File: config.mk
export PLATFORM = sky130hd
export DESIGN_NAME = packet_header_parser
export DESIGN_NICKNAME = d
export VERILOG_FILES = /design/src/rtl/php_pkg.sv /design/src/rtl/packet_header_parser.sv
export SDC_FILE = /design/constraint.sdc
export NUM_CORES = 1
export LEC_CHECK = 0
export ABC_AREA = 1
export BUFFER_PORTS_ARGS = -buffer_cell sky130_fd_sc_hd__buf_2
export CAP_MARGIN = 25
export CORE_UTILIZATION = 33
export DETAILED_ROUTE_END_ITERATION = 6
export GPL_TIMING_DRIVEN = 0
export SETUP_SLACK_MARGIN = 0.2
export SLEW_MARGIN = 10
export SYNTH_ARGS = -nofsm -noshare
export SYNTH_HDL_FRONTEND = slang
export SYNTH_SLANG_ARGS = --single-unit
File: constraint.sdc
create_clock -name clk -period 23.9 [get_ports clk]
set_input_delay 4.78 -clock clk [delete_from_list [all_inputs] [get_ports clk]]
set_output_delay 4.78 -clock clk [all_outputs]
set_load 0.01 [all_outputs]
File: src/rtl/php_pkg.sv
// Shared types and constants for the packet header parser.
package php_pkg;

  typedef struct packed {
    logic [7:0] data_byte;
    logic       last_byte;
  } in_item_t;

  typedef struct packed {
    logic [2:0]  outcome;
    logic [1:0]  network_kind;
    logic [1:0]  transport_kind;
    logic [15:0] frame_type;
    logic [63:0] source_high;
    logic [63:0] source_low;
    logic [63:0] dest_high;
    logic [63:0] dest_low;
    logic [15:0] source_port;
    logic [15:0] dest_port;
    logic [15:0] frame_length;
  } out_item_t;

  // Outcome codes
  localparam logic [2:0] OUT_OK         = 3'd0;
  localparam logic [2:0] OUT_SHORT_ETH  = 3'd1;
  localparam logic [2:0] OUT_SHORT_IPV6 = 3'd2;
  localparam logic [2:0] OUT_SHORT_IPV4 = 3'd3;
  localparam logic [2:0] OUT_SHORT_OPTS = 3'd4;
  localparam logic [2:0] OUT_SHORT_TCP  = 3'd5;
  localparam logic [2:0] OUT_SHORT_UDP  = 3'd6;
  localparam logic [2:0] OUT_UNKNOWN    = 3'd7;

  // Layer kinds
  localparam logic [1:0] NET_NONE   = 2'd0;
  localparam logic [1:0] NET_IPV4   = 2'd1;
  localparam logic [1:0] NET_IPV6   = 2'd2;
  localparam logic [1:0] TRANS_NONE = 2'd0;
  localparam logic [1:0] TRANS_TCP  = 2'd1;
  localparam logic [1:0] TRANS_UDP  = 2'd2;

  // Frame layout
  localparam logic [15:0] ETH_LEN      = 16'd14;
  localparam logic [15:0] IPV6_END     = 16'd54;
  localparam logic [15:0] IPV4_MIN_END = 16'd34;
  localparam logic [15:0] TYPE_IPV4    = 16'h0800;
  localparam logic [15:0] TYPE_IPV6    = 16'h86DD;
  localparam logic [7:0]  PROTO_TCP    = 8'd6;
  localparam logic [7:0]  PROTO_UDP    = 8'd17;
  localparam logic [15:0] TCP_LEN      = 16'd20;
  localparam logic [15:0] UDP_LEN      = 16'd8;

endpackage

File: src/rtl/packet_header_parser.sv
// Packet header parser top level: byte-stream Ethernet/IP/TCP/UDP header decode.
//
// Usage
//   in_*  : one frame byte per transfer, in wire order; last_byte marks the
//           final byte of the frame. Every byte may follow in the next cycle.
//   out_* : one result per frame, carrying outcome, layer kinds, ethertype,
//           addresses, ports and the (saturating) frame length.
// Timing
//   Throughput is one byte per cycle while no last byte waits on a stalled
//   receiver. A byte is held in an input register, then one pass of
//   position-indexed capture and decode logic updates the frame state and,
//   on the last byte, loads the result register, which drives out_valid.
// Reset and stalls
//   rst_n (synchronous, active low) clears the frame state and both valid
//   flags. Bytes that are not last never wait on the result side; while a
//   result is held by a stalled receiver, a last byte waits in the input
//   register and in_ready drops only then.
// Frames of MAX_FRAME_BYTES-1 bytes or more are judged at that length.
module packet_header_parser #(
  parameter int MAX_FRAME_BYTES = 65536
) (
  input  logic               clk,
  input  logic               rst_n,
  input  logic               in_valid,
  output logic               in_ready,
  input  php_pkg::in_item_t  in_data,
  output logic               out_valid,
  input  logic               out_ready,
  output php_pkg::out_item_t out_data
);

  localparam int          PW      = $clog2(MAX_FRAME_BYTES);
  localparam logic [15:0] LEN_CAP = 16'(MAX_FRAME_BYTES - 1);

  // Input register
  logic              s1_valid_r;
  php_pkg::in_item_t s1_item_r;
  logic              advance;

  // Frame state
  logic [PW-1:0] pos_r, pos_nxt;
  logic [15:0]   type_r, type_nxt;
  logic [3:0]    ihl_r, ihl_nxt;
  logic [7:0]    proto_r, proto_nxt;
  logic [63:0]   src_hi_r, src_hi_nxt, src_lo_r, src_lo_nxt;
  logic [63:0]   dst_hi_r, dst_hi_nxt, dst_lo_r, dst_lo_nxt;
  logic [31:0]   ports_r, ports_nxt;

  // Result register
  logic               out_valid_r;
  php_pkg::out_item_t out_r, res;

  logic [7:0]  b;
  logic [15:0] p;
  logic        in_range, is_v4, is_v6;
  logic [15:0] t_off, len, off;
  logic        addr_ok;

  // A non-last byte produces no result, so it always moves on.
  assign advance  = !s1_item_r.last_byte || !out_valid_r || out_ready;
  assign in_ready = !s1_valid_r || advance;

  assign b        = s1_item_r.data_byte;
  assign p        = 16'(pos_r);
  assign in_range = (p >= php_pkg::ETH_LEN) && (p < LEN_CAP);
  assign is_v4    = (type_r == php_pkg::TYPE_IPV4);
  assign is_v6    = (type_r == php_pkg::TYPE_IPV6);

  // Captures at fixed byte positions, plus the port bytes that follow the network header.
  always_comb begin
    type_nxt   = type_r;
    ihl_nxt    = ihl_r;
    proto_nxt  = proto_r;
    src_hi_nxt = src_hi_r;
    src_lo_nxt = src_lo_r;
    dst_hi_nxt = dst_hi_r;
    dst_lo_nxt = dst_lo_r;
    ports_nxt  = ports_r;
    t_off      = 16'd0;

    if (p == 16'd12) begin
      type_nxt = {b, type_r[7:0]};
    end else if (p == 16'd13) begin
      type_nxt = {type_r[15:8], b};
    end

    if (in_range && is_v4) begin
      if (p == 16'd14) ihl_nxt = b[3:0];
      if (p == 16'd23) proto_nxt = b;
      if (p >= 16'd26 && p <= 16'd29) src_lo_nxt = {32'd0, src_lo_r[23:0], b};
      if (p >= 16'd30 && p <= 16'd33) dst_lo_nxt = {32'd0, dst_lo_r[23:0], b};
      // The IHL byte itself may fall inside the port window when IHL is zero.
      t_off = php_pkg::ETH_LEN + {10'd0, ihl_nxt, 2'b00};
    end else if (in_range && is_v6) begin
      if (p == 16'd20) proto_nxt = b;
      if (p >= 16'd22 && p <= 16'd29) src_hi_nxt = {src_hi_r[55:0], b};
      if (p >= 16'd30 && p <= 16'd37) src_lo_nxt = {src_lo_r[55:0], b};
      if (p >= 16'd38 && p <= 16'd45) dst_hi_nxt = {dst_hi_r[55:0], b};
      if (p >= 16'd46 && p <= 16'd53) dst_lo_nxt = {dst_lo_r[55:0], b};
      t_off = php_pkg::IPV6_END;
    end

    if (in_range && (is_v4 || is_v6) && p >= t_off && p <= t_off + 16'd3) begin
      ports_nxt = {ports_r[23:0], b};
    end

    pos_nxt = (p < LEN_CAP) ? pos_r + 1'b1 : pos_r;
  end

  // Frame verdict, built from the state including this byte.
  always_comb begin
    res     = '0;
    addr_ok = 1'b0;
    off     = 16'd0;
    len     = (p < LEN_CAP) ? p + 16'd1 : LEN_CAP;
    res.frame_length = len;

    if (len < php_pkg::ETH_LEN) begin
      res.outcome = php_pkg::OUT_SHORT_ETH;
    end else begin
      res.frame_type = type_nxt;
      if (type_nxt == php_pkg::TYPE_IPV6) begin
        if (len < php_pkg::IPV6_END) begin
          res.outcome = php_pkg::OUT_SHORT_IPV6;
        end else begin
          res.network_kind = php_pkg::NET_IPV6;
          addr_ok          = 1'b1;
          off              = php_pkg::IPV6_END;
          res.source_high  = src_hi_nxt;
          res.source_low   = src_lo_nxt;
          res.dest_high    = dst_hi_nxt;
          res.dest_low     = dst_lo_nxt;
        end
      end else if (type_nxt == php_pkg::TYPE_IPV4) begin
        if (len < php_pkg::IPV4_MIN_END) begin
          res.outcome = php_pkg::OUT_SHORT_IPV4;
        end else begin
          res.network_kind = php_pkg::NET_IPV4;
          off = php_pkg::ETH_LEN + {10'd0, ihl_nxt, 2'b00};
          if (len < off) begin
            res.outcome = php_pkg::OUT_SHORT_OPTS;
          end else begin
            addr_ok        = 1'b1;
            res.source_low = {32'd0, src_lo_nxt[31:0]};
            res.dest_low   = {32'd0, dst_lo_nxt[31:0]};
          end
        end
      end else begin
        res.outcome = php_pkg::OUT_UNKNOWN;
      end

      if (addr_ok) begin
        if (proto_nxt == php_pkg::PROTO_TCP) begin
          if (len >= off + php_pkg::TCP_LEN) res.transport_kind = php_pkg::TRANS_TCP;
          else res.outcome = php_pkg::OUT_SHORT_TCP;
        end else if (proto_nxt == php_pkg::PROTO_UDP) begin
          if (len >= off + php_pkg::UDP_LEN) res.transport_kind = php_pkg::TRANS_UDP;
          else res.outcome = php_pkg::OUT_SHORT_UDP;
        end
        if (res.transport_kind != php_pkg::TRANS_NONE) begin
          res.source_port = ports_nxt[31:16];
          res.dest_port   = ports_nxt[15:0];
        end
      end
    end
  end

  // Input register: load on every input transfer, drop once consumed.
  always_ff @(posedge clk) begin
    if (!rst_n) begin
      s1_valid_r <= 1'b0;
    end else if (in_ready) begin
      s1_valid_r <= in_valid;
    end
    if (in_valid && in_ready) begin
      s1_item_r <= in_data;
    end
  end

  // Frame state: advance on each processed byte, clear after the last one.
  always_ff @(posedge clk) begin
    if (!rst_n || (s1_valid_r && advance && s1_item_r.last_byte)) begin
      pos_r    <= '0;
      type_r   <= '0;
      ihl_r    <= '0;
      proto_r  <= '0;
      src_hi_r <= '0;
      src_lo_r <= '0;
      dst_hi_r <= '0;
      dst_lo_r <= '0;
      ports_r  <= '0;
    end else if (s1_valid_r && advance) begin
      pos_r    <= pos_nxt;
      type_r   <= type_nxt;
      ihl_r    <= ihl_nxt;
      proto_r  <= proto_nxt;
      src_hi_r <= src_hi_nxt;
      src_lo_r <= src_lo_nxt;
      dst_hi_r <= dst_hi_nxt;
      dst_lo_r <= dst_lo_nxt;
      ports_r  <= ports_nxt;
    end
  end

  // Result register: hold until the receiver takes it.
  always_ff @(posedge clk) begin
    if (!rst_n) begin
      out_valid_r <= 1'b0;
    end else if (s1_valid_r && s1_item_r.last_byte && advance) begin
      out_valid_r <= 1'b1;
    end else if (out_ready) begin
      out_valid_r <= 1'b0;
    end
    if (s1_valid_r && s1_item_r.last_byte && advance) begin
      out_r <= res;
    end
  end

  assign out_valid = out_valid_r;
  assign out_data  = out_r;

endmodule

==> metrics, run 1 <==
outcome complete, no violations; routed wire length approximately 100,000 um; final slew viol count 0; post-CTS clock slew at the launch and capture registers of the worst setup and hold paths 0.06 ns; via count of the first global-routing pass between 20k and 30k; transition time at the pin with the least slew margin roughly 1.1 ns; max cap viols 0; most common cell after layout, fill and taps aside sky130_fd_sc_hd__nand2_1; top fanout value on the critical path 3; clock root buffer master sky130_fd_sc_hd__clkbuf_16; depth of the CTS H-tree 3; chip height between 300 and 400 um; Detailed Route Iter0 Violations approximately 2.5k; RSZ-0062 raised after global routing no; clock tree from TritonCTS built; Overall Global Routing Usage 0.201; required time reported for the critical path endpoint about 19 ns; Final Hold Fails 0; mean instance size in the synthesized netlist 8.72 um^2; GP Congestion slightly above 0.9; row cnt 113; final global-route overflow total 0; routed vias ~27k; highest achievable clock rate around 94 MHz; number of flip-flops and latches in the synthesized netlist between 600 and 700; WP data arrival 5.88 ns; number of buffers on the longest clock path 3; number of buffers added by the clock tree synthesis step 77; Unique masters post-synth approximately 50; first-pass GRT wire length between 150,000 and 200,000 um; leading cell types in the layout, fill and taps excluded sky130_fd_sc_hd__nand2_1, sky130_fd_sc_hd__inv_1, sky130_fd_sc_hd__nor2_1; synthesized netlist cell count 3,643; Pre-Repair DR Iteration Count 6; IO buf count approximately 340; CTS sink cnt 670; Worst Hold Class reg -> reg; sort of element at the start of the critical path input pin; I/O pin total ~340; power density of the placed cells 72.8 mW/mm^2; Yosys top cell area share 0.318; Gates resized, CTS repair 0; detailed placement HPWL 74,100 um; Worst path top cell family by delay simple AND/OR/NAND/NOR gates; core box area around 0.095 mm^2; die footprint approximately 0.097 mm^2; post-synthesis instance area 0.0318 mm^2; VDD IR-drop max 0.0421 mV; layout cells sized above 1 0.166; critical path start-end classification in -> out; Post-Route Skew approximately 0.028 ns; dominant cells by area after synthesis sky130_fd_sc_hd__edfxtp_1, sky130_fd_sc_hd__dfxtp_1, sky130_fd_sc_hd__nand2_1; cell type with the highest aggregate area in the netlist sky130_fd_sc_hd__edfxtp_1; DRC viols 0; final core utilization 0.398; number of warnings reported in the yosys synthesis log 0; largest net degree at the start of global routing 33; Final min period approximately 11 ns; initial cell density of the core 0.334; portion of the post-synthesis area used by sequential elements 0.528; final antenna-violating net count 0; crit path buf inv count 3; filler cell count in the final layout around 9.5k; standard cell with the maximum stage delay on the critical path sky130_fd_sc_hd__nor2_1; worst-path cell chain buf_2 > nor2_1 > nand2_1 > inv_1 > nand2_1 > buf_2; Die Span X about 310 um; Critical Path End Type primary output; initial antenna violation count 1; Vias per Instance 4.93; Static Leakage roughly 16 nW; Total Nets Final a little over 4k; overall power consumption 2.75 mW; Max transition margin 0.272; number of endpoints failing setup at the final stage 0; post-CTS setup buffers 0; Hold Buf Count CTS 0; Area Overhead vs Synth 19.1%; insertion delay of the later-clocked pin in the worst-skew pair about 0.65 ns; portion of the clock cycle consumed by the worst path in the final layout 0.446; delay of the slowest cell on the worst path 0.42 ns; Routed WL per cell approximately 19 um
[stage by stage]
step | setup slack, ns | cells | area, um^2 | setup TNS (ns) | hold WS [ns]
final | 13.24 | 5407 | 37800 | 0 | 0.499
after global routing | 13.13 | 5405 | 37800 | 0 | 0.525
after CTS | 13.22 | 5405 | 37800 | 0 | 0.501
after detailed placement | 13.22 | 5263 | 35300 | 0 | 0.481
after global placement | -12.55 | 5251 | 35100 | -4564.45 | 0.480
after floorplan | 1.43 | 3645 | 31800 | 0 | 0.467
[final timing paths]
path                          from                         end  slack (ns)  depth (start not counted)
max reg2reg     p[12]$_SDFFE_PP0P_  out_data[46]$_SDFFCE_PP0P_       18.76                         25
min reg2reg  ihl_r[1]$_SDFFE_PP0P_       ihl_r[1]$_SDFFE_PP0P_        0.50                          2
min          ihl_r[1]$_SDFFE_PP0P_       ihl_r[1]$_SDFFE_PP0P_        0.50                          2
max                      out_ready                    in_ready       13.24                          6
[area by class of cell]
cell class | count | area [um^2] | area share
tap | 1265 | 1580 | 0.0418
clock inverter | 45 | 439 | 0.0116
antenna | 2 | 5.00 | 0.000132
multi-input combinational | 2180 | 11700 | 0.310
buffer | 226 | 1130 | 0.0299
sequential | 670 | 16800 | 0.443
timing repair buffer | 353 | 1970 | 0.0521
clock buffer | 97 | 2060 | 0.0545
inverter | 569 | 2140 | 0.0565
[synth_stat cells, drive strengths merged]
| library cell | count |
|---|---|
| o41ai | 1 |
| dfxtp | 334 |
| nor4 | 3 |
| nand3b | 2 |
| a22oi | 31 |
| nor3 | 7 |
| a221oi | 1 |
| a31oi | 2 |
| a21boi | 34 |
| buf | 107 |
| nor2 | 503 |
| nand2 | 611 |
| o21ai | 222 |
| conb | 1 |
| xor2 | 9 |
| clkinv | 3 |
| a21o | 1 |
| inv | 566 |
| nand3 | 54 |
| or2 | 1 |
| xnor2 | 1 |
| ha | 41 |
| a21oi | 219 |
| edfxtp | 336 |
| o211ai | 252 |
| mux2i | 64 |
| o22ai | 30 |
| o2111ai | 3 |
| nand4 | 21 |
| clkbuf | 119 |
| o221ai | 32 |
| o21a | 2 |
| and2 | 30 |
[power breakdown]
part	internal (mW)	switching, mW	total (mW)
Clock	0.682	0.495	1.18
Sequential	1.26	0.0396	1.30
Combinational	0.0911	0.190	0.281
Total	2.03	0.724	2.75
[sequential cells by signal, indices dropped and copies added (netlist names)]
register / cells
out_data: 327
dst_hi_r: 64
dst_lo_r: 64
src_hi_r: 64
src_lo_r: 64
ports_r: 32
p: 16
type_r: 16
b: 8
proto_r: 8
ihl_r: 4
out_valid: 1
s1_item_r: 1
s1_valid_r: 1
[metal layers]
| metal | track usage | part of all wire | vias to the layer above |
|---|---|---|---|
| li1 | - | - | 12971 |
| met1 | 0.271 | 0.44 | 12601 |
| met2 | 0.322 | 0.46 | 907 |
| met3 | 0.0313 | 0.062 | 155 |
| met4 | 0.0764 | 0.033 | 0 |
| met5 | 0 | 0 | - |
[cell families after synthesis]
| family | Yosys count | share of synthesized area |
|---|---|---|
| flops | 670 | 0.528 |
| other cells | 1 | 0.000118 |
| buf+inv | 795 | 0.103 |
| xor+xnor | 10 | 0.00276 |
| fa+ha+maj | 41 | 0.0162 |
| simple gates | 1232 | 0.159 |
| compound gates | 830 | 0.171 |
| mux | 64 | 0.0202 |
[worst reg2reg max path, stage by stage, from the launching register on]
cell                       delay (ns)
sky130_fd_sc_hd__dfxtp_1         0.35
sky130_fd_sc_hd__nor2_2          0.17
sky130_fd_sc_hd__nand2_2         0.11
sky130_fd_sc_hd__nor2_8          0.23
sky130_fd_sc_hd__buf_6           0.20
sky130_fd_sc_hd__buf_6           0.16
sky130_fd_sc_hd__nand2_2         0.12
sky130_fd_sc_hd__nand2_1         0.08
sky130_fd_sc_hd__o21a_1          0.16
sky130_fd_sc_hd__inv_1           0.05
sky130_fd_sc_hd__ha_1            0.25
sky130_fd_sc_hd__or2_2           0.32
sky130_fd_sc_hd__nor2_1          0.19
sky130_fd_sc_hd__inv_1           0.08
sky130_fd_sc_hd__nor2_1          0.16
sky130_fd_sc_hd__a21boi_0        0.13
sky130_fd_sc_hd__ha_1            0.29
sky130_fd_sc_hd__nand2_1         0.10
sky130_fd_sc_hd__nor2_1          0.06
sky130_fd_sc_hd__o21ai_0         0.08
sky130_fd_sc_hd__o211ai_1        0.12
sky130_fd_sc_hd__a21boi_0        0.41
sky130_fd_sc_hd__nand2_1         0.30
sky130_fd_sc_hd__clkbuf_1        0.29
sky130_fd_sc_hd__o21ai_0         0.35
sky130_fd_sc_hd__a21boi_2        0.22
Power figures use the tool's default switching activity.
==> run 2, diff against run 1 <==
- clock period: 23.9 -> 9.4 ns (I/O delays scaled with it)
==> metrics, run 2 (synthesized netlist as in run 1, its figures left out) <==
DP Cell Count between 5k and 6k; top fanout value on the critical path 10; Hold Buf Count CTS 0; Critical Path End Type flip-flop; clock root buffer master sky130_fd_sc_hd__clkbuf_16; first-pass GRT wire length approximately 150,000 um; most common cell after layout, fill and taps aside sky130_fd_sc_hd__nand2_1; chip height between 300 and 400 um; detailed placement HPWL about 74,000 um; Final Hold Fails 0; initial antenna violation count 6; number of flip-flops in the largest register roughly 330; clock tree from TritonCTS built; crit path buf inv count 7; Static Leakage ~16 nW; number of buffers added by the clock tree synthesis step 78; sort of element at the start of the critical path flip-flop; Post-Route Skew 0.0227 ns; max cap viols 0; die footprint roughly 0.1 mm^2; most frequent cell on the critical path sky130_fd_sc_hd__inv_1; VDD IR-drop max between 0.1 and 0.15 mV; IO buf count between 300 and 400; GP Congestion roughly 0.92; via count of the first global-routing pass about 25k; Area Overhead vs Synth 20.3%; Max transition margin 0.378; Min Hold Slack 0.498 ns; routed wire length 101,000 um; Vias per Instance 4.94; setup_tns 0 ns; Total Nets Final 4,134; standard cell with the maximum stage delay on the critical path sky130_fd_sc_hd__dfxtp_1; required time reported for the critical path endpoint just under 10 ns; leading cell types in the layout, fill and taps excluded sky130_fd_sc_hd__nand2_1, sky130_fd_sc_hd__inv_1, sky130_fd_sc_hd__nor2_1; routed vias between 20k and 30k; power density of the placed cells around 200 mW/mm^2; initial cell density of the core 0.334; Detailed Route Iter0 Violations 2,429; post-CTS setup buffers 0; CTS sink cnt 670; Worst Hold Class reg -> reg; final slew viol count 0; overall power consumption about 7.4 mW; I/O pin total approximately 340; DRC viols 2; critical path start-end classification reg -> reg; Overall Global Routing Usage 0.203; insertion delay of the later-clocked pin in the worst-skew pair 0.66 ns; post-CTS clock slew at the launch and capture registers of the worst setup and hold paths 0.06 ns; portion of the clock cycle consumed by the worst path in the final layout 0.546; final global-route overflow total 0; row cnt ~110; Die Span X 312 um; highest achievable clock rate 195 MHz; layout cells sized above 1 0.169; filler cell count in the final layout approximately 9.5k; post-route non-filler standard cell count 5,412; largest net degree at the start of global routing 33; number of buffers on the longest clock path 3; Pre-Repair DR Iteration Count 7; failing checks DRC; area of the multi-input gates roughly 0.012 mm^2; final antenna-violating net count 0; Gates resized, CTS repair 0; Final min period around 5 ns; transition time at the pin with the least slew margin slightly above 0.9 ns; Routed WL per cell roughly 19 um; WP data arrival 5.60 ns; delay of the slowest cell on the worst path 0.40 ns; core box area 0.0952 mm^2; total area of sequential cells 0.0168 mm^2; outcome complete, but fails checks; number of endpoints failing setup at the final stage 0; RSZ-0062 raised after global routing no; Worst path top cell family by delay simple AND/OR/NAND/NOR gates; depth of the CTS H-tree 3
## run 2: cell count changes in the layout (fill, tap and decap cells not counted), moves of 2 or more
cell,before,now
sky130_fd_sc_hd__clkbuf_8,4,1
sky130_fd_sc_hd__buf_8,0,2
sky130_fd_sc_hd__clkbuf_1,134,131
sky130_fd_sc_hd__inv_6,3,5
sky130_fd_sc_hd__clkinv_1,12,9
sky130_fd_sc_hd__bufinv_16,6,19
sky130_fd_sc_hd__clkinv_2,12,10
## run 2: worst min-delay path, delay by kind of cell, from the launching register on
family	cells	cell delay, ns
AOI/OAI and AO/OA	1	0.09
DFF	1	0.32
buffers and inverters	1	0.05
## run 2: stage by stage
step	setup slack [ns]	area, um^2	utilization
after global placement	-5.27	35100	0.368
after global routing	3.88	38200	0.402
after floorplan	0.567	31800	-
after detailed placement	4.35	35300	0.371
after CTS	4.32	38200	0.401
final	4.27	38200	0.402
## run 2: routing by layer
layer | track usage | part of all wire
met1 | 0.278 | 0.45
met2 | 0.329 | 0.47
met3 | 0.0271 | 0.059
met4 | 0.0661 | 0.025
met5 | 0 | 0
## run 2: final cells by class
cell class              instances  area share
inverters                     569      0.0559
well taps                    1265      0.0414
flip-flops and latches        670       0.439
clock buffers                  91      0.0526
diodes                          1   0.0000655
multi-input cells            2180       0.307
repair buffers                355      0.0521
clock inverters                55      0.0223
plain buffers                 226      0.0296
## run 2: worst paths after layout
path	from	endpoint	slack, ns	cells past startpoint
setup reg to reg	p[1]$_SDFFE_PP0P_	out_data[24]$_SDFFCE_PP0P_	4.27	27
setup / recovery	p[1]$_SDFFE_PP0P_	out_data[24]$_SDFFCE_PP0P_	4.27	27
hold / removal	dst_hi_r[59]$_SDFFE_PP0P_	dst_hi_r[59]$_SDFFE_PP0P_	0.50	2
hold reg to reg	dst_hi_r[59]$_SDFFE_PP0P_	dst_hi_r[59]$_SDFFE_PP0P_	0.50	2
## run 2: power by group
part	switching (mW)	internal, mW
logic	0.483	0.232
clock network	1.33	2.08
registers	0.101	3.20
==> run 3, diff against run 2 <==
- clock period: 9.4 -> 5.08 ns (I/O delays scaled with it)
==> metrics, run 3 (synthesized netlist as in run 1, its figures left out) <==
outcome complete, no violations; die footprint between 0.09 and 0.1 mm^2; depth of the CTS H-tree 3; most common cell after layout, fill and taps aside sky130_fd_sc_hd__nand2_1; Critical Path End Type flip-flop; Final Hold Fails 0; delay of the slowest cell on the worst path between 0.3 and 0.4 ns; Detailed Route Iter0 Violations roughly 2.1k; GP Congestion between 0.9 and 1; row cnt about 110; Die Span X approximately 310 um; filler cell count in the final layout 9,476; combinational share of power 0.104; Hold Buf Count CTS 0; design internal power a little under 10 mW; routed wire length 101,000 um; Final min period between 4 and 5 ns; core box area between 0.09 and 0.1 mm^2; max cap viols 0; portion of the clock cycle consumed by the worst path in the final layout 0.908; initial antenna violation count 1; Worst Hold Class reg -> reg; clock root buffer master sky130_fd_sc_hd__clkbuf_16; final global-route overflow total 0; transition time at the pin with the least slew margin between 0.9 and 1 ns; start point of the worst hold path dst_hi_r[56]$_SDFFE_PP0P_; VDD IR-drop max 0.223 mV; highest achievable clock rate 217 MHz; end of the worst hold path dst_hi_r[56]$_SDFFE_PP0P_; insertion delay of the later-clocked pin in the worst-skew pair about 0.64 ns; DRC viols 0; Post-Route Skew 0.0234 ns; Switching Share 0.264; most frequent cell on the critical path sky130_fd_sc_hd__nand2_2; crit path from p[0]$_SDFFE_PP0P_; Routed WL per cell around 19 um; layout cells sized above 1 0.181; via count of the first global-routing pass around 25k; required time reported for the critical path endpoint ~5.5 ns; worst slack after detailed placement -0.0794 ns; chip height 312 um; standard cell with the maximum stage delay on the critical path sky130_fd_sc_hd__dfxtp_2; RR Endpoint out_data[47]$_SDFFCE_PP0P_; number of flip-flops in the largest register about 330; routed vias 26.6k; power density of the placed cells about 340 mW/mm^2; detailed placement HPWL about 74,000 um; part of the total power dissipated in the clock network 0.432; IO buf count 341; first-pass GRT wire length 151,000 um; final antenna-violating net count 0; Overall Global Routing Usage 0.201; part of the power in registers 0.465; Max transition margin 0.339; RSZ-0062 raised after global routing yes; post-CTS clock slew at the launch and capture registers of the worst setup and hold paths ~0.050 ns; critical path start-end classification reg -> reg; sort of element at the start of the critical path flip-flop; Total Nets Final 4,142; clock tree from TritonCTS built; DP Cell Count around 5.3k; leading cell types in the layout, fill and taps excluded sky130_fd_sc_hd__nand2_1, sky130_fd_sc_hd__inv_1, sky130_fd_sc_hd__nor2_1; Critical R2R Launch p[0]$_SDFFE_PP0P_; Pre-Repair DR Iteration Count 5; Switch Pwr roughly 3.5 mW; number of endpoints failing setup at the final stage 0; initial cell density of the core 0.334; Vias per Instance just under 5; Area Overhead vs Synth 20.6%; number of buffers added by the clock tree synthesis step 78; Register-to-Register Setup Slack 0.47 ns; Hold Path Stages 2; I/O pin total between 300 and 400; final slew viol count 0; worst-case setup margin in the final layout ~0.47 ns; top fanout value on the critical path 10; number of buffers on the longest clock path 3; Static Leakage roughly 16 nW; CTS sink cnt 670; post-route non-filler standard cell count roughly 5.4k; WP data arrival ~5.0 ns; largest net degree at the start of global routing 34; worst r2r path cells 30
run 3: area by class of cell:
cell class	instances	area, um^2	share of cell area
clock buffer	101	2090	0.0546
inverter	569	2140	0.0558
timing repair buffer	362	2040	0.0534
clock inverter	44	454	0.0119
tap	1265	1580	0.0413
multi-input combinational	2181	11900	0.310
buffer	226	1330	0.0347
antenna	2	5.00	0.000131
sequential	670	16800	0.438
run 3: per-layer routing:
metal	GRT usage	wire length [um]	part of all wire
met1	0.266	44300	0.44
met2	0.326	46900	0.47
met3	0.0356	6060	0.060
met4	0.0777	3460	0.034
met5	0	0	0
run 3: through the flow:
step | setup TNS, ns | power [mW] | hold WS [ns] | utilization | instance area (um^2)
final | 0 | 13.1 | 0.497 | 0.403 | 38300
after detailed placement | -0.144 | 7.54 | 0.483 | 0.373 | 35500
after global routing | 0 | 13.6 | 0.525 | 0.403 | 38300
after global placement | -3860.42 | 7.53 | 0.481 | 0.370 | 35200
after CTS | 0 | 13.2 | 0.502 | 0.400 | 38100
after floorplan | -1297.61 | 7.06 | 0.467 | - | 31900
run 3: power groups by stage:
stage	combinational (mW)	clock [mW]	sequential, mW
floorplan	0.851	0	6.21
global placement	1.30	0	6.23
detailed placement	1.33	0	6.21
CTS	1.34	5.79	6.10
global route	1.51	5.99	6.12
finish	1.36	5.67	6.10
run 3: what timing repair did:
item / CTS / global route
resized for setup: 10 / 70
hold endpoints to repair: 0 / 0
pin swaps: 0 / 6
setup buffers: 0 / 8
endpoints found under the setup margin: 45 / 94
gates cloned: 0 / 1
run 3: critical path: cells and delay by family, from the launching register on:
| family | cells | cell delay (ns) |
|---|---|---|
| AO/OA/AOI/OAI | 5 | 0.72 |
| adder cells (fa/ha/maj) | 3 | 0.65 |
| buffers and inverters | 8 | 0.91 |
| flip-flops | 1 | 0.35 |
| AND/OR/NAND/NOR | 14 | 1.71 |
run 3: worst max-delay path by stage:
stage / end / slack [ns] / cells after the start
after global placement: src_lo_r[54]$_SDFFE_PP0P_ / -8.36 / 11
final: out_data[47]$_SDFFCE_PP0P_ / 0.47 / 30
after global routing: out_data[29]$_SDFFCE_PP0P_ / 0.17 / 26
after floorplan: ports_r[25]$_SDFFE_PP0P_ / -2.69 / 11
after CTS: out_data[31]$_SDFFCE_PP0P_ / 0.21 / 25
after detailed placement: out_data[45]$_SDFFCE_PP0P_ / -0.08 / 26
